File: config.mk
export PLATFORM = sky130hd
export DESIGN_NAME = vsf_rem_stage
export DESIGN_NICKNAME = d
export VERILOG_FILES = /design/src/hdl/vsf_pkg.sv /design/src/hdl/vsf_rem_stage.sv
export SDC_FILE = /design/constraint.sdc
export NUM_CORES = 1
export LEC_CHECK = 0
export ABC_CLOCK_PERIOD_IN_PS = 3300
export BUFFER_PORTS_ARGS = -buffer_cell sky130_fd_sc_hd__buf_2
export CORE_ASPECT_RATIO = 0.7
export CORE_MARGIN = 5
export CORE_UTILIZATION = 50
export CTS_BUF_LIST = sky130_fd_sc_hd__clkbuf_8
export DETAILED_ROUTE_END_ITERATION = 10
export PLACE_DENSITY = 0.81
export SYNTH_ARGS = -nofsm -noshare
export SYNTH_HDL_FRONTEND = slang
export SYNTH_SLANG_ARGS = --single-unit
export TNS_END_PERCENT = 50
File: constraint.sdc
create_clock -name i_clk -period 3.3 [get_ports i_clk]
set_input_delay 0.66 -clock i_clk [delete_from_list [all_inputs] [get_ports i_clk]]
set_output_delay 0.66 -clock i_clk [all_outputs]
set_load 0.02 [all_outputs]
File: src/hdl/vsf_pkg.sv
// ----------------------------------------------------------------------------
// Value selection filter package
// Register indexes, mode and comparison codes and the stage flag bundle.
// ----------------------------------------------------------------------------
package vsf_pkg;

    localparam int CFG_IDX_BITS = 3;

    localparam logic [CFG_IDX_BITS-1:0] REG_SELECT_MODE     = 3'd0;
    localparam logic [CFG_IDX_BITS-1:0] REG_COMPARE_KIND    = 3'd1;
    localparam logic [CFG_IDX_BITS-1:0] REG_INVERT_RESULT   = 3'd2;
    localparam logic [CFG_IDX_BITS-1:0] REG_REFERENCE_VALUE = 3'd3;
    localparam logic [CFG_IDX_BITS-1:0] REG_RANGE_LOW       = 3'd4;
    localparam logic [CFG_IDX_BITS-1:0] REG_RANGE_HIGH      = 3'd5;
    localparam logic [CFG_IDX_BITS-1:0] REG_GRID_STEP       = 3'd6;
    localparam logic [CFG_IDX_BITS-1:0] REG_TOLERANCE_WIDTH = 3'd7;

    localparam logic [2:0] MODE_NONE      = 3'd0;
    localparam logic [2:0] MODE_SINGLE    = 3'd1;
    localparam logic [2:0] MODE_RANGE     = 3'd2;
    localparam logic [2:0] MODE_RANGE_INC = 3'd3;
    localparam logic [2:0] MODE_INC_WIDTH = 3'd4;
    localparam logic [2:0] MODE_OPERATOR  = 3'd5;
    localparam logic [2:0] MODE_ALL       = 3'd6;

    localparam logic [2:0] CMP_NONE = 3'd0;
    localparam logic [2:0] CMP_LT   = 3'd1;
    localparam logic [2:0] CMP_GT   = 3'd2;
    localparam logic [2:0] CMP_LE   = 3'd3;
    localparam logic [2:0] CMP_GE   = 3'd4;

    typedef struct packed {
        logic base_hit;
        logic grid_chk;
        logic tol_mode;
    } t_flags;

endpackage

File: src/hdl/vsf_rem_stage.sv
// ----------------------------------------------------------------------------
// Value selection filter remainder step
// One restoring step of the grid remainder: one dividend bit per stage.
// ----------------------------------------------------------------------------
module vsf_rem_stage #(
    parameter int VALUE_BITS = 32
) (
    input  logic                  i_clk,
    input  logic                  i_rst_n,
    input  logic                  i_adv,
    input  logic                  i_valid,
    input  vsf_pkg::t_flags       i_flags,
    input  logic [VALUE_BITS-2:0] i_rem,
    input  logic [VALUE_BITS:0]   i_dvd,
    input  logic [VALUE_BITS-2:0] i_step,
    output logic                  o_valid,
    output vsf_pkg::t_flags       o_flags,
    output logic [VALUE_BITS-2:0] o_rem,
    output logic [VALUE_BITS:0]   o_dvd
);

    localparam int VB = VALUE_BITS;

    logic            r_valid;
    vsf_pkg::t_flags r_flags;
    logic [VB-2:0]   r_rem;
    logic [VB:0]     r_dvd;

    logic [VB-1:0]   w_trial;
    logic [VB-1:0]   w_diff;
    logic [VB-2:0]   n_rem;

    always_comb begin
        w_trial = {i_rem, i_dvd[VB]};
        w_diff  = w_trial - {1'b0, i_step};
        n_rem   = (w_trial >= {1'b0, i_step}) ? w_diff[VB-2:0] : w_trial[VB-2:0];
    end

    always_ff @(posedge i_clk) begin
        if (!i_rst_n) begin
            r_valid <= 1'b0;
        end else if (i_adv) begin
            r_valid <= i_valid;
        end
    end

    always_ff @(posedge i_clk) begin
        if (i_adv) begin
            r_flags <= i_flags;
            r_rem   <= n_rem;
            r_dvd   <= {i_dvd[VB-1:0], 1'b0};
        end
    end

    assign o_valid = r_valid;
    assign o_flags = r_flags;
    assign o_rem   = r_rem;
    assign o_dvd   = r_dvd;

endmodule

==> impl_metrics.csv, run 1 <==
group,metric,value,unit
run_status,status,"completed",
critical_path,cp.required,3.39,ns
cts,cts_made_buffers,9,
global_routing,grt_pass1_wl,16.7,mm
final_layout,nets,716,
global_routing,gr-total-overflow,0,
critical_path,crit_fanout,3,
cts,post_cts_buffers,0,
synth,synth_cell_type_count,58,
placement,pre_cts_slack,0.0545,ns
final_layout,fillCellCount,691,
sta,setup_viol,0,
synth,ys_async_sr_fraction,0,
critical_path,reg2reg_slack,2.72,ns
sta,layout_min_cycle_time,3.12,ns
cts,path_clk_slew,0.07,ns
min_path,hold_class,"input port to register",
drt,drc,0,
sta,tightestPinTransition,0.837,ns
cts,cts_tree,"yes",
critical_path,critPathLaunch,"i_dvd[32]",
global_routing,antenna_found_initial,0,
sta,finClkSkew,0,ns
floorplan,fp-row-count,28,
min_path,worstHoldStart,"i_dvd[20]",
drt,via_count,3632,
sta,rsz0062_at_grt,"false",
sta,timing.slew.headroom,0.442,
synth,ys.flop_type,"edfxtp_1",
drt,ant_nets,0,
sta,hold_viol,0,
sta,fin_setup_tns,0,ns
power_and_ir_drop,seqPwrFrac,0.403,
final_layout,area_growth,29.2,%
cts,cts-root-buf,"clkbuf_8",
sta,worst_slack,0.184,ns
floorplan,dieArea,10400,um^2
final_layout,final-seq-area,2000,um^2
power_and_ir_drop,peakVddDrop,0.354,mV
critical_path,cp-start-kind,"input port",
drt,drt-pass1-iter-count,5,
run,maxCapViolations,0,
sta,max_freq,321,MHz
synth,syn_area_per_cell,10.4,um^2
synth,synthCells,405,
drt,avgViaCountPerCell,5.25,
critical_path,crit_slowest_cell,"a211oi_1",
cts,ctsLongestPathBuffers,2,
drt,drt_iter0_drc,197,
floorplan,start_util,0.505,
critical_path,worstSetupPathType,"input port to register",
synth,yosysSeqAreaShare,0.477,
critical_path,crit_chain,"buf_2 -> inv_1 -> ha_1 -> fa_1 -> nand2b_1 -> a21oi_1 -> o21ai_1 -> a21oi_2 -> o2111ai_1 -> a211oi_1 -> o21a_1 -> o31ai_2",
cts,htreeDepth,3,
final_layout,multiInputGateArea,1960,um^2
placement,dp_hpwl,8.35,mm
floorplan,io_pins,170,
critical_path,crit_family,"compound AO/OA/AOI/OAI gates",
placement,dp_cells,676,
critical_path,cp_slowest_stage_delay,0.51,ns
placement,gp_routability_congestion,0.875,
final_layout,most-common-layout-cells,"buf_2 (168), edfxtp_1 (66), a21oi_1 (48), inv_1 (42), ha_1 (31)",
floorplan,fp.dieH,86.6,um
floorplan,fp.dieW,119,um
cts,cts_num_sinks,67,
final_layout,drive_gt1_frac,0.356,
drt,wl,10.5,mm
final_layout,layout_commonest_cell,"buf_2",
global_routing,grt_pass1_vias,3696,
power_and_ir_drop,power.density,493,nW/um^2
placement,io_buffers,168,
global_routing,grt_use_total,0.202,
sta,drv_slew,0,
synth,syn_nets,539,
critical_path,arrival,3.21,ns
global_routing,grt_max_degree,35,
sta,fin_crit_sh,0.944,
power_and_ir_drop,switching_share,0.305,
cts,clk_latency,0.34,ns
power_and_ir_drop,clockPowerShare,0.311,
synth,ys_ff_latch,67,
power_and_ir_drop,p_comb_frac,0.285,
power_and_ir_drop,p_sw,0.000815,W
critical_path,reg2reg_from,"o_valid",
synth,netlist_area,4200,um^2
drt,routedWlPerCell,15.2,um
floorplan,coreArea,8300,um^2
power_and_ir_drop,leakagePower,2.55,nW
cts,ctsHoldBuffers,0,
critical_path,end_kind,"register",
critical_path,worst-path-buf-inv,2,
synth,synth_warnings,0,
final_layout,fin_cells,692,
final_layout,n_antenna_cell,0,
power_and_ir_drop,p_int,0.00186,W
synth,synth_edf_count,66,
cts,post_cts_resized,0,
[power by group through the flow]
stage	clock, W	combinational, W	sequential (W)
2_1_floorplan	0	0.000369	0.00123
4_1_cts	0.000850	0.000765	0.00108
5_1_grt	0.000895	0.000835	0.00109
3_3_place_gp	0	0.000743	0.00110
6_report	0.000832	0.000763	0.00108
3_5_place_dp	0	0.000757	0.00110
[sequential cells by signal, summed over array words and instances (netlist names)]
signal and cells:
o_dvd 32, o_flags 3, o_rem 31, o_valid 1
[cell type report]
type	count	share of cell area
well taps	105	0.0242
clock inverters	7	0.0215
multi-input cells	285	0.362
repair buffers	178	0.171
flip-flops and latches	67	0.369
inverters	41	0.0284
clock buffers	9	0.0229
[path summary, 6_finish.rpt]
kind               endpoint  cells past startpoint
setup / recovery  o_rem[26]                     12
hold / removal    o_dvd[21]                      1
setup reg to reg    o_valid                      2
hold reg to reg     o_valid                      2
[cells by family (layout without fill, tap and decap cells)]
kind of cell    Yosys count  count (layout)  synth area share
fa+ha+maj                32              32            0.0972
mux                       1               1           0.00239
buf+inv                  53             235            0.0546
other cells               1               1          0.000894
compound gates          127             127             0.201
xor+xnor                 26              26            0.0543
simple gates             98              98             0.113
flops                    67              67             0.477
[stage by stage]
stage               total power, W  instance area [um^2]  utilization  hold slack (ns)
floorplan                  0.00160                  4200            -            0.589
global placement           0.00184                  5180        0.624            0.494
detailed placement         0.00186                  5180        0.624            0.513
CTS                        0.00269                  5420        0.653            0.469
global route               0.00282                  5420        0.653            0.459
finish                     0.00267                  5420        0.653            0.490
[layer usage]
metal,vias to the layer above,part of all wire,routed length [um],global-route usage
met5,-,0,0,0
met4,0,0.011,115,0.0499
met3,11,0.085,895,0.0711
met2,131,0.46,4860,0.343
met1,1664,0.44,4620,0.248
li1,1826,-,-,-
[worst reg2reg max path, cell delays in order (launching register included)]
cell	delay, ns
dfxtp_1	0.31
mux2i_1	0.12
nor2b_1	0.05
[cells in the mapped netlist, types with 2 or more instances]
cell,instances,share of area
a21boi_0,2,0.0036
xor2_1,14,0.029
o21bai_1,3,0.0054
ha_1,31,0.092
or3_1,4,0.0060
o21ai_1,14,0.017
inv_1,41,0.037
a21boi_1,2,0.0036
nand4_1,6,0.0089
o211ai_1,4,0.0072
clkbuf_1,3,0.0027
a21oi_1,48,0.057
o2111ai_1,2,0.0042
nand3_1,8,0.0095
o21a_1,3,0.0054
nor3_1,4,0.0048
xnor2_1,12,0.025
a21o_1,16,0.029
nand2_1,30,0.027
a211oi_1,3,0.0054
nor4_1,2,0.0030
a31oi_1,3,0.0045
nand2b_1,4,0.0060
o21ai_0,12,0.014
buf_4,5,0.0089
edfxtp_1,66,0.47
nor2_1,29,0.026
a21oi_2,2,0.0042
buf_2,3,0.0036
No activity file was read; power rests on OpenSTA's default activity.
==> inputs of run 2 (changes only) <==
--- a/config.mk
+++ b/config.mk
@@ -5,7 +5,7 @@
 export SDC_FILE = /design/constraint.sdc
 export NUM_CORES = 1
 export LEC_CHECK = 0
-export ABC_CLOCK_PERIOD_IN_PS = 3300
+export ABC_CLOCK_PERIOD_IN_PS = 3500
 export BUFFER_PORTS_ARGS = -buffer_cell sky130_fd_sc_hd__buf_2
 export CORE_ASPECT_RATIO = 0.7
 export CORE_MARGIN = 5
==> constraint.sdc (replaced) <==
create_clock -name i_clk -period 3.5 [get_ports i_clk]
set_input_delay 0.7 -clock i_clk [delete_from_list [all_inputs] [get_ports i_clk]]
set_output_delay 0.7 -clock i_clk [all_outputs]
set_load 0.02 [all_outputs]
==> impl_metrics.csv, run 2 (synthesized netlist as in run 1, its figures left out) <==
group,metric,value,unit
critical_path,end_kind,"register",
final_layout,nets,711,
global_routing,met1_usage,0.268,
critical_path,arrival,3.12,ns
run,maxCapViolations,0,
placement,dp_hpwl,8.37,mm
cts,cts_made_buffers,9,
final_layout,fin_cells,687,
sta,timing.slew.headroom,0.619,
final_layout,multiInputGateArea,1960,um^2
sta,drv_slew,0,
drt,routedWlPerCell,15.7,um
power_and_ir_drop,leakagePower,2.51,nW
drt,avgViaCountPerCell,5.30,
cts,path_clk_slew,0.07,ns
sta,finClkSkew,0,ns
critical_path,cp.required,3.59,ns
drt,via_count,3641,
sta,max_freq,331,MHz
final_layout,area_growth,27.4,%
final_layout,fillCellCount,697,
final_layout,final_core_util,0.644,
cts,htreeDepth,3,
cts,clk_latency,0.35,ns
floorplan,io_pins,170,
floorplan,fp-row-count,28,
placement,dp_cells,671,
global_routing,antenna_found_initial,1,
global_routing,gr-total-overflow,0,
power_and_ir_drop,p_int,0.00167,W
placement,place_area,5130,um^2
drt,drc,0,
global_routing,grt_use_total,0.208,
cts,cts_num_sinks,67,
cts,ctsHoldBuffers,0,
sta,rsz0062_at_grt,"false",
run_status,status,"completed",
floorplan,fp.dieH,86.6,um
final_layout,largest_reg_flops,32,
global_routing,met3_usage,0.0841,
sta,layout_min_cycle_time,3.02,ns
sta,tightestPinTransition,0.572,ns
global_routing,busiest_layer,"met2",
final_layout,layout_commonest_cell,"buf_2",
critical_path,crit_fanout,26,
placement,gp_routability_congestion,0.871,
floorplan,fp.dieW,119,um
final_layout,drive_gt1_frac,0.351,
placement,io_buffers,168,
final_layout,n_antenna_cell,0,
power_and_ir_drop,seqPwrFrac,0.417,
power_and_ir_drop,p_sw,0.000771,W
cts,post_cts_resized,0,
sta,fin_setup_tns,0,ns
power_and_ir_drop,switching_share,0.316,
power_and_ir_drop,p_comb_frac,0.291,
floorplan,dieArea,10400,um^2
global_routing,grt_pass1_wl,17.3,mm
final_layout,fin_area,5350,um^2
global_routing,grt_max_degree,44,
min_path,hold_class,"input port to register",
drt,drt-pass1-iter-count,4,
sta,fin_crit_sh,0.864,
power_and_ir_drop,power.density,457,nW/um^2
drt,ant_nets,0,
power_and_ir_drop,clockPowerShare,0.292,
floorplan,start_util,0.505,
drt,wl,10.8,mm
floorplan,coreArea,8300,um^2
cts,ctsLongestPathBuffers,2,
critical_path,worstSetupPathType,"input port to register",
drt,drt_iter0_drc,243,
cts,cts_tree,"yes",
final_layout,final-seq-area,2000,um^2
sta,setup_viol,0,
final_layout,most-common-layout-cells,"buf_2 (168), edfxtp_1 (66), a21oi_1 (48), inv_1 (41), ha_1 (31)",
global_routing,grt_pass1_vias,3645,
sta,hold_viol,0,
power_and_ir_drop,peakVddDrop,0.332,mV
power_and_ir_drop,p_total,0.00244,W
critical_path,cp-start-kind,"input port",
cts,post_cts_buffers,0,
cts,cts-root-buf,"clkbuf_8",
global_routing,grt_util_met2,0.330,
-- run 2: cell count changes in the layout (fill, tap and decap cells not counted), sizes merged --
cell	before	now
buf	178	173
bufinv	3	2
clkinv	2	4
inv	43	42
-- run 2: through the flow --
step	hold WS, ns	setup WS [ns]
after floorplan	0.589	0.614
after global placement	0.494	0.318
after detailed placement	0.512	0.156
after CTS	0.511	0.522
after global routing	0.493	0.303
final	0.520	0.475
-- run 2: area by class of cell --
class | instances | area share
Sequential cell | 67 | 0.375
Clock inverter | 7 | 0.0171
Tap cell | 105 | 0.0246
Timing Repair Buffer | 173 | 0.164
Clock buffer | 9 | 0.0232
Multi-Input combinational cell | 285 | 0.368
Inverter | 41 | 0.0288
-- run 2: worst paths after layout --
check | end | cells past startpoint | startpoint | slack (ns)
min reg2reg | o_valid | 2 | o_valid | 0.53
min | o_dvd[10] | 1 | i_dvd[9] | 0.52
max reg2reg | o_valid | 2 | o_valid | 2.91
max | o_rem[30] | 12 | i_dvd[32] | 0.48
-- run 2: power groups by stage --
stage	Sequential (W)	Clock [W]	Combinational [W]
6_report	0.00102	0.000712	0.000711
3_3_place_gp	0.00103	0	0.000695
4_1_cts	0.00102	0.000726	0.000711
2_1_floorplan	0.00116	0	0.000348
5_1_grt	0.00103	0.000772	0.000778
3_5_place_dp	0.00104	0	0.000705
-- run 2: worst max-delay path, cell delays in order --
cell	delay (ns)
buf_2	0.09
inv_1	0.04
ha_1	0.22
fa_1	0.41
nand2b_1	0.18
a21oi_1	0.22
o21ai_1	0.17
a21boi_1	0.22
nor3_2	0.12
o21a_4	0.34
nor4_1	0.32
nor3b_1	0.10
-- run 2: per-layer routing --
| metal | wire length [um] | part of all wire |
|---|---|---|
| met4 | 193 | 0.018 |
| met2 | 4850 | 0.45 |
| met5 | 11 | 0.0010 |
| met1 | 4740 | 0.44 |
| met3 | 962 | 0.089 |
