==> config.mk <==
export PLATFORM = sky130hd
export DESIGN_NAME = vsf_prep
export DESIGN_NICKNAME = d
export VERILOG_FILES = /design/src/hdl/vsf_pkg.sv /design/src/hdl/vsf_prep.sv
export SDC_FILE = /design/constraint.sdc
export NUM_CORES = 1
export LEC_CHECK = 0
export ABC_CLOCK_PERIOD_IN_PS = 6900
export BUFFER_PORTS_ARGS = -buffer_cell sky130_fd_sc_hd__buf_2
export CAP_MARGIN = 0
export CORE_ASPECT_RATIO = 0.9
export CORE_MARGIN = 1
export CORE_UTILIZATION = 40
export CTS_CLUSTER_DIAMETER = 60
export DETAILED_ROUTE_END_ITERATION = 10
export SLEW_MARGIN = 0
export SYNTH_ARGS = -nofsm -noshare
export SYNTH_HDL_FRONTEND = slang
export SYNTH_SLANG_ARGS = --single-unit
==> constraint.sdc <==
create_clock -name i_clk -period 6.9 [get_ports i_clk]
set_input_delay 1.38 -clock i_clk [delete_from_list [all_inputs] [get_ports i_clk]]
set_output_delay 1.38 -clock i_clk [all_outputs]
set_load 0.01 [all_outputs]
==> src/hdl/vsf_pkg.sv <==
// ----------------------------------------------------------------------------
// Value selection filter package
// Register indexes, mode and comparison codes and the stage flag bundle.
// ----------------------------------------------------------------------------
package vsf_pkg;

    localparam int CFG_IDX_BITS = 3;

    localparam logic [CFG_IDX_BITS-1:0] REG_SELECT_MODE     = 3'd0;
    localparam logic [CFG_IDX_BITS-1:0] REG_COMPARE_KIND    = 3'd1;
    localparam logic [CFG_IDX_BITS-1:0] REG_INVERT_RESULT   = 3'd2;
    localparam logic [CFG_IDX_BITS-1:0] REG_REFERENCE_VALUE = 3'd3;
    localparam logic [CFG_IDX_BITS-1:0] REG_RANGE_LOW       = 3'd4;
    localparam logic [CFG_IDX_BITS-1:0] REG_RANGE_HIGH      = 3'd5;
    localparam logic [CFG_IDX_BITS-1:0] REG_GRID_STEP       = 3'd6;
    localparam logic [CFG_IDX_BITS-1:0] REG_TOLERANCE_WIDTH = 3'd7;

    localparam logic [2:0] MODE_NONE      = 3'd0;
    localparam logic [2:0] MODE_SINGLE    = 3'd1;
    localparam logic [2:0] MODE_RANGE     = 3'd2;
    localparam logic [2:0] MODE_RANGE_INC = 3'd3;
    localparam logic [2:0] MODE_INC_WIDTH = 3'd4;
    localparam logic [2:0] MODE_OPERATOR  = 3'd5;
    localparam logic [2:0] MODE_ALL       = 3'd6;

    localparam logic [2:0] CMP_NONE = 3'd0;
    localparam logic [2:0] CMP_LT   = 3'd1;
    localparam logic [2:0] CMP_GT   = 3'd2;
    localparam logic [2:0] CMP_LE   = 3'd3;
    localparam logic [2:0] CMP_GE   = 3'd4;

    typedef struct packed {
        logic base_hit;
        logic grid_chk;
        logic tol_mode;
    } t_flags;

endpackage

==> src/hdl/vsf_prep.sv <==
// ----------------------------------------------------------------------------
// Value selection filter front end
// Input register, bound differences, then mode decision and grid offset.
// ----------------------------------------------------------------------------
module vsf_prep #(
    parameter int VALUE_BITS = 32
) (
    input  logic                    i_clk,
    input  logic                    i_rst_n,
    input  logic                    i_adv,
    input  logic                    i_valid,
    input  logic [VALUE_BITS-1:0]   i_sample_value,
    input  logic [2:0]              i_select_mode,
    input  logic [2:0]              i_compare_kind,
    input  logic [VALUE_BITS-1:0]   i_reference_value,
    input  logic [VALUE_BITS-1:0]   i_range_low,
    input  logic [VALUE_BITS-1:0]   i_range_high,
    input  logic [VALUE_BITS-2:0]   i_grid_step,
    input  logic [VALUE_BITS-2:0]   i_tolerance_width,
    output logic                    o_valid,
    output vsf_pkg::t_flags         o_flags,
    output logic [VALUE_BITS:0]     o_offset
);

    localparam int VB = VALUE_BITS;

    logic                 r_s1_valid;
    logic [VB-1:0]        r_s1_value;

    logic                 r_s2_valid;
    logic signed [VB:0]   r_s2_diff_lo;
    logic signed [VB:0]   r_s2_diff_hi;
    logic                 r_s2_eq;
    logic                 r_s2_lt;

    logic                 r_s3_valid;
    vsf_pkg::t_flags      r_s3_flags;
    logic [VB:0]          r_s3_offset;

    logic signed [VB:0]   n_diff_lo;
    logic signed [VB:0]   n_diff_hi;
    logic                 n_eq;
    logic                 n_lt;

    logic signed [VB+1:0] w_lo_tol;
    logic signed [VB+1:0] w_hi_tol;
    logic                 w_in_range;
    logic                 w_wide_ok;
    logic                 w_step_nz;
    logic                 n_base;
    logic                 n_grid;
    logic                 n_tol;
    logic [VB:0]          n_offset;

    always_comb begin
        n_diff_lo = $signed({r_s1_value[VB-1], r_s1_value})
                  - $signed({i_range_low[VB-1], i_range_low});
        n_diff_hi = $signed({r_s1_value[VB-1], r_s1_value})
                  - $signed({i_range_high[VB-1], i_range_high});
        n_eq      = (r_s1_value == i_reference_value);
        n_lt      = ($signed(r_s1_value) < $signed(i_reference_value));
    end

    always_comb begin
        w_lo_tol   = $signed({r_s2_diff_lo[VB], r_s2_diff_lo})
                   + $signed({3'b000, i_tolerance_width});
        w_hi_tol   = $signed({r_s2_diff_hi[VB], r_s2_diff_hi})
                   - $signed({3'b000, i_tolerance_width});
        w_in_range = !r_s2_diff_lo[VB] && (r_s2_diff_hi[VB] || (r_s2_diff_hi == '0));
        w_wide_ok  = !w_lo_tol[VB+1] && (w_hi_tol[VB+1] || (w_hi_tol == '0));
        w_step_nz  = (i_grid_step != '0);
        n_base     = 1'b0;
        n_grid     = 1'b0;
        n_tol      = 1'b0;
        n_offset   = r_s2_diff_lo;
        case (i_select_mode)
            vsf_pkg::MODE_SINGLE: begin
                n_base = r_s2_eq;
            end
            vsf_pkg::MODE_RANGE: begin
                n_base = w_in_range;
            end
            vsf_pkg::MODE_RANGE_INC: begin
                n_grid = w_in_range && w_step_nz;
            end
            vsf_pkg::MODE_INC_WIDTH: begin
                n_grid   = w_wide_ok && w_step_nz;
                n_tol    = 1'b1;
                n_offset = w_lo_tol[VB:0];
            end
            vsf_pkg::MODE_OPERATOR: begin
                case (i_compare_kind)
                    vsf_pkg::CMP_LT: n_base = r_s2_lt;
                    vsf_pkg::CMP_GT: n_base = !r_s2_lt && !r_s2_eq;
                    vsf_pkg::CMP_LE: n_base = r_s2_lt || r_s2_eq;
                    vsf_pkg::CMP_GE: n_base = !r_s2_lt;
                    default:         n_base = 1'b0;
                endcase
            end
            vsf_pkg::MODE_ALL: begin
                n_base = 1'b1;
            end
            default: begin
                n_base = 1'b0;
            end
        endcase
    end

    always_ff @(posedge i_clk) begin
        if (!i_rst_n) begin
            r_s1_valid <= 1'b0;
            r_s2_valid <= 1'b0;
            r_s3_valid <= 1'b0;
        end else if (i_adv) begin
            r_s1_valid <= i_valid;
            r_s2_valid <= r_s1_valid;
            r_s3_valid <= r_s2_valid;
        end
    end

    always_ff @(posedge i_clk) begin
        if (i_adv) begin
            r_s1_value          <= i_sample_value;
            r_s2_diff_lo        <= n_diff_lo;
            r_s2_diff_hi        <= n_diff_hi;
            r_s2_eq             <= n_eq;
            r_s2_lt             <= n_lt;
            r_s3_flags.base_hit <= n_base;
            r_s3_flags.grid_chk <= n_grid;
            r_s3_flags.tol_mode <= n_tol;
            r_s3_offset         <= n_offset;
        end
    end

    assign o_valid  = r_s3_valid;
    assign o_flags  = r_s3_flags;
    assign o_offset = r_s3_offset;

endmodule

==> reports/metrics.cfg, run 1 <==
[worst_hold_path]
hold_path_class=flop to flop

[placed_design]
place_congestion=0.8750
postPlaceCellArea_sq_um=13990
place_inst=1988
pre_cts_ws_ns=2.155
dp_hpwl_um=27770
io_buffers=236

[critical_path]
crit_fanout=3
cp-start-kind=primary input
worst_ep_required_time_ns=7.08
endpoint_kind=flop
worstPathArrival_ns=4.52
worstSetupPathType=primary input to flop

[power]
sequentialPowerShare=0.346
power.total_mw=3.404
ir_drop_mv=0.1810
powerDensity_nw_per_um2=233.5
netSwitchingFraction=0.3687
leakagePower_nw=6.839
p_clk_frac=0.274
switchingPower_mw=1.255
pwr-share-comb=0.380
p_int_mw=2.149

[global_route]
grt_pass1_vias=10198
grt_usage=0.2122
grt_start_max_net_pins=78
grt_pass1_wl_um=52430
antenna_found_initial=4
gr-total-overflow=0

[synthesis]
syn-cell-area_sq_um=12420
netlist_instances=1369
synthArstFlopShare=0
synth_nets=1731
synth.avg_cell_area_sq_um=9.073
yosys_most_used_dff=edfxtp_1
ys_warn_count=0
ys_seq_area_frac=0.3336
yosysUniqueCellTypes=84
synth_edf_count=136
ys_seq_elements=139

[final_layout]
final_cell_area_sq_um=14580
stdcell_count=2024
layout_commonest_cell=buf_2
finish.utilization=0.4830
final_cell_mix=235 x buf_2, 173 x inv_1, 158 x ha_1
syn_to_final_growth_pct=17.36
drive_gt1_frac=0.1837
final_nets=1966

[timing]
setup_tns_ns=0
timing.hold.ws_ns=0.5202
finalCriticalPeriod_ns=4.340
slew_headroom=0.4811
period_share=0.6289
finalMaxSlewViolations=0
setup_violations=0
skew_ns=0.01885
rsz0062_at_grt=no
finalHoldViolCount=0
final.setup.worst_slack_ns=2.560
tightest_slew_ns=0.7784
fmax_mhz=230.4

[die]
ios=237
fp.dieArea_sq_um=31760
die_w_um=187.7
core_area_sq_um=30180
dieHeight_um=169.2
start_util=0.4116
core.rowCount=60

[clock_network]
htreeDepth=4
cts_sinks=139
cts.clk_slew.worst_paths_ns=0.07
cts_resized=0
worstSkewPairLatency_ns=0.44
post-cts-setup-buffer-count=0
cts-root-buf=clkbuf_16
cts_buffers=17
cts_tree=built
hold_buffers=0
clockBufferDepth=2

[route]
dr.pass1.iters=7
ant_nets=0
drc_errors=0
vias=10752
avgViaCountPerCell=5.312
routedWlPerCell_um=16.75
routed_wirelength_um=33900
dr.first_iter.drc_count=685

[flow_run]
max_cap_viol_count=0

[run_status]
outcome=completed

per-layer routing:
layer,part of all wire,track usage
met5,0,0
met4,0.019,0.06893
met3,0.047,0.02916
met2,0.44,0.3285
met1,0.50,0.3043
synth_stat cells, types with 23 or more instances:
| cell type | instances | area share |
|---|---|---|
| o21ai_0 | 90 | 0.036 |
| nor4_1 | 24 | 0.012 |
| nor2_1 | 74 | 0.022 |
| nand2_1 | 94 | 0.028 |
| nand2b_1 | 23 | 0.012 |
| inv_1 | 173 | 0.052 |
| nand4_1 | 23 | 0.012 |
| a21oi_1 | 93 | 0.037 |
| nand3_1 | 28 | 0.011 |
| xor2_1 | 33 | 0.023 |
| edfxtp_1 | 136 | 0.33 |
| ha_1 | 158 | 0.16 |
| xnor2_1 | 50 | 0.035 |
| o21a_1 | 36 | 0.022 |
| a21o_1 | 53 | 0.032 |
cell type report:
cell class              instances  area, sq um
fillers                      2914        15600
multi-input cells            1035         7490
flip-flops and latches        139         4144
repair buffers                238         1202
inverters                     173        649.4
well taps                     403        504.2
clock buffers                  17        425.4
clock inverters                15        151.4
diodes                          4        10.01
critical path: stages:
cell and delay (ns):
buf_2 0.08, inv_1 0.03, ha_1 0.32, nor2b_1 0.14
o21ai_0 0.22, a21boi_0 0.19, o311ai_0 0.66, a31oi_1 0.31
o21ai_1 0.34, o21ai_1 0.16, o22ai_1 0.29, o21bai_1 0.11
a21oi_1 0.19, xnor2_1 0.08
kinds of logic after synthesis:
| family | count (synthesis) | share of synthesized area |
|---|---|---|
| AOI/OAI and AO/OA | 408 | 0.2154 |
| and+or+nand+nor | 371 | 0.1545 |
| buffers and inverters | 195 | 0.06336 |
| adders and majority gates | 162 | 0.1656 |
| DFF | 139 | 0.3336 |
| xor gates and xnor gates | 83 | 0.05853 |
| muxes | 11 | 0.008966 |
worst paths after layout:
kind                      endpoint  slack, ns           start  cells after the start
setup / recovery  r_s2_diff_lo[30]       2.56  i_range_low[2]                     14
hold reg to reg         r_s2_valid       0.52      r_s2_valid                      2
setup reg to reg  r_s2_diff_lo[30]       3.09   r_s1_value[0]                     14
hold / removal          r_s2_valid       0.52      r_s2_valid                      2
power groups by stage:
stage                     Sequential [mW]  Clock [mW]  Combinational, mW
after global placement               1.19           0               1.27
final                                1.18       0.933               1.29
after CTS                            1.17       0.953               1.29
after detailed placement             1.19           0               1.28
after global routing                 1.18       0.979               1.45
after floorplan                      1.15           0              0.947
state kept, by name, indices dropped and copies added, names as in the netlist, 3 cells and up:
name and flops:
r_s2_diff_lo 33, o_flags 3, r_s2_diff_hi 33, r_s1_value 32
o_offset 33
Power figures use the tool's default switching activity.
==> run 2: changes to the inputs <==
--- a/config.mk
+++ b/config.mk
@@ -5,7 +5,8 @@
 export SDC_FILE = /design/constraint.sdc
 export NUM_CORES = 1
 export LEC_CHECK = 0
-export ABC_CLOCK_PERIOD_IN_PS = 6900
+export ABC_AREA = 1
+export ABC_CLOCK_PERIOD_IN_PS = 4300
 export BUFFER_PORTS_ARGS = -buffer_cell sky130_fd_sc_hd__buf_2
 export CAP_MARGIN = 0
 export CORE_ASPECT_RATIO = 0.9
==> constraint.sdc (replaced) <==
create_clock -name i_clk -period 4.3 [get_ports i_clk]
set_input_delay 0.86 -clock i_clk [delete_from_list [all_inputs] [get_ports i_clk]]
set_output_delay 0.86 -clock i_clk [all_outputs]
set_load 0.01 [all_outputs]
==> run 2 against run 1 <==
  * Register-to-register slack worse by 1.6 ns
  * Clock skew decreased by 0.0096 ns
  * Cell count up 29%
  * Cell area increased by 9.7%
  * Synthesized cell count is 38% higher
  * Combinational power increased by 88%
  * Critical endpoint is now o_offset[29]
==> reports/metrics.cfg, run 2 <==
[clock_network]
cts_resized=0
post-cts-setup-buffer-count=0
cts_sinks=139
hold_buffers=0
cts.clk_slew.worst_paths_ns=0.06
worstSkewPairLatency_ns=0.46
cts-root-buf=clkbuf_16
cts_buffers=17
cts_tree=built
clockBufferDepth=2
htreeDepth=4

[global_route]
grt_usage=0.2491
grt_pass1_wl_um=65830
antenna_found_initial=0
grt_pass1_vias=12699
grt_start_max_net_pins=98
gr-total-overflow=0

[route]
vias=12922
avgViaCountPerCell=4.957
dr.pass1.iters=5
ant_nets=0
routedWlPerCell_um=16.19
routed_wirelength_um=42200
drc_errors=0
dr.first_iter.drc_count=606

[power]
leakagePower_nw=8.255
powerDensity_nw_per_um2=371.7
power.total_mw=5.943
ir_drop_mv=0.3193

[final_layout]
syn_to_final_growth_pct=17.59
final_cell_mix=481 x nand2_1, 368 x inv_1, 235 x buf_2
final_cell_area_sq_um=15990
fillers=3464
n_antenna_cell=0
drive_gt1_frac=0.1445
stdcell_count=2607
final_nets=2501
layout_commonest_cell=nand2_1

[synthesis]
yosysTopAreaCell=edfxtp_1
synth.top_cell.area_share=0.3003
synthArstFlopShare=0
ys_seq_elements=139
ys_seq_area_frac=0.3047
synth_edf_count=136
syn-cell-area_sq_um=13600
yosys-top-cells-area=edfxtp_1 30%, ha_1 15%, nand2_1 13%
ys_warn_count=0
netlist_instances=1886
synth.avg_cell_area_sq_um=7.210
yosysUniqueCellTypes=46
synth_nets=2248
yosys-top-cells-count=481 x nand2_1, 368 x inv_1, 173 x nor2_1
yosysMostFrequentCell=nand2_1
yosys_most_used_dff=edfxtp_1

[placed_design]
io_buffers=236
place_inst=2575
dp_hpwl_um=36350
place_congestion=0.9606
postPlaceCellArea_sq_um=15370

[timing]
finalMaxSlewViolations=0
setup_violations=0
setup_tns_ns=0
rsz0062_at_grt=no
period_share=0.6811
skew_ns=0.009222
slew_headroom=0.3458
finalHoldViolCount=0
fmax_mhz=341.5
tightest_slew_ns=0.9802
timing.hold.ws_ns=0.4785
finalCriticalPeriod_ns=2.929

[die]
core_area_sq_um=33190
ios=237
fp.dieArea_sq_um=34740
start_util=0.4098
core.rowCount=63
dieHeight_um=176.9
die_w_um=196.4

[critical_path]
slowest_stage=ha_1
worstSetupPathType=primary input to flop
crit_fanout=4
cpLargestDelayFamily=compound AO/OA/AOI/OAI gates
endpoint_kind=flop
cpPeakStageDelay_ns=0.34
cp_num_buf_inv=2
cp-start-kind=primary input
path_cells=buf_2, ha_1, a21oi_1, nand2_1, a21oi_1, inv_1, nand2_1, nand2_1, a21oi_2, o21ai_1, a21oi_1, xor2_1, o21ai_1
worstPathArrival_ns=3.13
worst_ep_required_time_ns=4.50

[run_status]
outcome=completed

[flow_run]
max_cap_viol_count=0

[worst_hold_path]
hold_path_class=flop to flop

-- run 2: cell count changes in the layout (fill, tap and decap cells not counted), moves of 24 or more --
cell	previous run	this run
nand2_1	94	481
inv_1	173	368
nor2_1	74	173
a21oi_1	93	141
a21o_1	53	6
nand3_1	28	59
xor2_1	33	57
-- run 2: metal layers --
| layer | wire [um] | vias up | GRT usage |
|---|---|---|---|
| li1 | - | 6723 | - |
| met1 | 21120 | 5829 | 0.3554 |
| met2 | 18590 | 320 | 0.3949 |
| met3 | 1642 | 50 | 0.03125 |
| met4 | 843 | 0 | 0.06803 |
| met5 | 0 | - | 0 |
-- run 2: worst min-delay path, cell delays in order, from the launching register on --
cell,delay (ns)
dfxtp_1,0.32
nor2_1,0.05
nor2_1,0.08
-- run 2: logic make-up (layout without fill, tap and decap cells) --
kind of cell    Yosys count  count (layout)  share of synthesized area
xor+xnor                 90              90                    0.05797
fa+ha+maj               162             162                     0.1513
buf+inv                 374             640                     0.1032
compound gates          316             316                     0.1377
simple gates            805             805                     0.2451
flops                   139             139                     0.3047
-- run 2: stage by stage --
stage,utilization,worst slack (ns)
2_1_floorplan,-,1.407
3_3_place_gp,0.4633,0.9212
3_5_place_dp,0.4633,0.9647
4_1_cts,0.4818,1.429
5_1_grt,0.4818,1.207
6_report,0.4818,1.371
-- run 2: final timing paths --
path | startpoint | to | slack, ns | cells after the start
max | i_tolerance_width[2] | o_offset[29] | 1.37 | 13
max reg2reg | r_s2_diff_lo[2] | o_offset[29] | 1.48 | 12
min reg2reg | r_s2_valid | o_valid | 0.48 | 2
min | r_s2_valid | o_valid | 0.48 | 2
-- run 2: layout make-up --
type	instances	area [sq um]	share of cell area
Multi-Input combinational cell	1373	8050	0.5034
Sequential cell	139	4144	0.2592
Inverter	368	1381	0.08638
Timing Repair Buffer	240	1230	0.07692
Tap cell	455	569.3	0.03560
Clock buffer	18	429.2	0.02684
Clock inverter	14	186.4	0.01166
-- run 2: where the power goes --
part | internal, mW | switching, mW | leakage, nW
sequential | 1.75 | 0.174 | 1.36
combinational | 0.899 | 1.54 | 6.60
clock | 0.926 | 0.659 | 0.296
total | 3.58 | 2.37 | 8.25
==> run 3: changes to the inputs <==
--- a/config.mk
+++ b/config.mk
@@ -6,7 +6,7 @@
 export NUM_CORES = 1
 export LEC_CHECK = 0
 export ABC_AREA = 1
-export ABC_CLOCK_PERIOD_IN_PS = 4300
+export ABC_CLOCK_PERIOD_IN_PS = 2820
 export BUFFER_PORTS_ARGS = -buffer_cell sky130_fd_sc_hd__buf_2
 export CAP_MARGIN = 0
 export CORE_ASPECT_RATIO = 0.9
==> constraint.sdc (replaced) <==
create_clock -name i_clk -period 2.82 [get_ports i_clk]
set_input_delay 0.564 -clock i_clk [delete_from_list [all_inputs] [get_ports i_clk]]
set_output_delay 0.564 -clock i_clk [all_outputs]
set_load 0.01 [all_outputs]
==> run 3 against run 2 <==
  * Worst setup slack got worse by 1.3 ns
  * Register-to-register slack got worse by 1.4 ns
  * Worst hold slack got worse by 0.19 ns
  * Sequential share of layout area decreased by 1.5 points
  * Critical path type is now flop to flop
  * Non-clock buffer count increased by 114
  * Largest power group unchanged
  * Highest routed layer unchanged
  * Clock power increased by 50%
  * First-iteration DRC count increased by 24%
  * Clock-buffer cell count increased by 1
==> reports/metrics.cfg, run 3 (same netlist as run 2, synthesis figures left out) <==
[timing]
finalCriticalPeriod_ns=2.708
skew_ns=0.01315
finalMaxSlewViolations=0
tightest_slew_ns=0.7610
fmax_mhz=369.3
setup_tns_ns=0
timing.hold.ws_ns=0.2906
slew_headroom=0.4880
final.setup.worst_slack_ns=0.1123
rsz0062_at_grt=yes
period_share=0.9602
setup_violations=0
finalHoldViolCount=0

[global_route]
gr-total-overflow=0
grt_pass1_vias=13195
grt_usage=0.2570
grt_start_max_net_pins=58
antenna_found_initial=0
grt_pass1_wl_um=67760

[route]
routed_wirelength_um=44200
dr.first_iter.drc_count=750
avgViaCountPerCell=4.960
dr.pass1.iters=7
drc_errors=0
ant_nets=0
vias=13496
routedWlPerCell_um=16.24

[critical_path]
cp-start-kind=flop
endpoint_kind=flop
worstPathArrival_ns=3.01
worstSetupPathType=flop to flop
crit_fanout=4
worst_ep_required_time_ns=3.12

[clock_network]
post-cts-setup-buffer-count=0
cts_sinks=139
cts_buffers=17
cts-root-buf=clkbuf_16
clockBufferDepth=2
cts.clk_slew.worst_paths_ns=0.07
worstSkewPairLatency_ns=0.45
hold_buffers=0
cts_resized=0
htreeDepth=4
cts_tree=built

[die]
core.rowCount=63
dieHeight_um=176.9
fp.dieArea_sq_um=34740
start_util=0.4098
die_w_um=196.4
ios=237
core_area_sq_um=33190

[final_layout]
n_antenna_cell=0
stdcell_count=2721
layout_commonest_cell=nand2_1
multi_input_area_sq_um=8190
drive_gt1_frac=0.1955
final_cell_mix=476 x nand2_1, 368 x inv_1, 235 x buf_2
register_area_sq_um=4144
final_nets=2615
syn_to_final_growth_pct=24.88
fillers=3295

[power]
leakagePower_nw=8.802
powerDensity_nw_per_um2=560.8
ir_drop_mv=0.4719

[placed_design]
place_inst=2689
dp_hpwl_um=38140
io_buffers=236
pre_cts_ws_ns=-0.1914
place_congestion=0.9947

[worst_hold_path]
hold_path_class=primary input to flop

[flow_run]
max_cap_viol_count=0

[run_status]
outcome=completed

## run 3: area by class of cell
| type | count | share of cell area |
|---|---|---|
| well taps | 455 | 0.03352 |
| repair buffers | 354 | 0.1236 |
| clock inverters | 13 | 0.009726 |
| clock buffers | 19 | 0.02549 |
| flip-flops and latches | 139 | 0.2440 |
| multi-input cells | 1373 | 0.4823 |
| inverters | 368 | 0.08134 |
## run 3: layer usage
layer | share of wire | vias to the layer above | wire [um] | global-route usage
li1 | - | 6944 | - | -
met1 | 0.50 | 6143 | 21940 | 0.3621
met5 | 0 | - | 0 | 0
met4 | 0.020 | 0 | 862 | 0.07064
met3 | 0.045 | 49 | 2001 | 0.03239
met2 | 0.44 | 360 | 19390 | 0.4127
## run 3: worst max-delay path, stage by stage (launching register included)
cell and delay, ns:
edfxtp_1 0.50, ha_1 0.40, nand2_1 0.15, nor2_4 0.17, inv_1 0.11, nor2_4 0.18, nand3b_1 0.16, nand4_1 0.14
nand2_1 0.06, nor2_1 0.13, nand3_1 0.09, nor2_1 0.12, nand3_1 0.08, nand2_1 0.09, nand2_1 0.07, a21oi_2 0.11
## run 3: through the flow
stage	power [mW]	utilization	area (sq um)
CTS	9.461	0.5075	16840
floorplan	5.438	-	13600
finish	9.523	0.5117	16980
detailed placement	7.058	0.4895	16240
global route	10.15	0.5117	16980
global placement	7.046	0.4895	16240
## run 3: path summary, 6_finish.rpt
kind / startpoint / end / slack [ns] / depth (start not counted)
setup / recovery: r_s2_diff_hi[15] / o_flags[1] / 0.11 / 15
hold / removal: i_sample_value[26] / r_s1_value[26] / 0.29 / 1
setup reg to reg: r_s2_diff_hi[15] / o_flags[1] / 0.11 / 15
hold reg to reg: r_s2_valid / o_valid / 0.48 / 2
## run 3: where the power goes
part	total (mW)	switching, mW	leakage (nW)	internal [mW]
Sequential	2.96	0.286	1.36	2.67
Clock	2.38	0.981	0.282	1.40
Combinational	4.19	2.48	7.16	1.71
Total	9.52	3.74	8.80	5.78
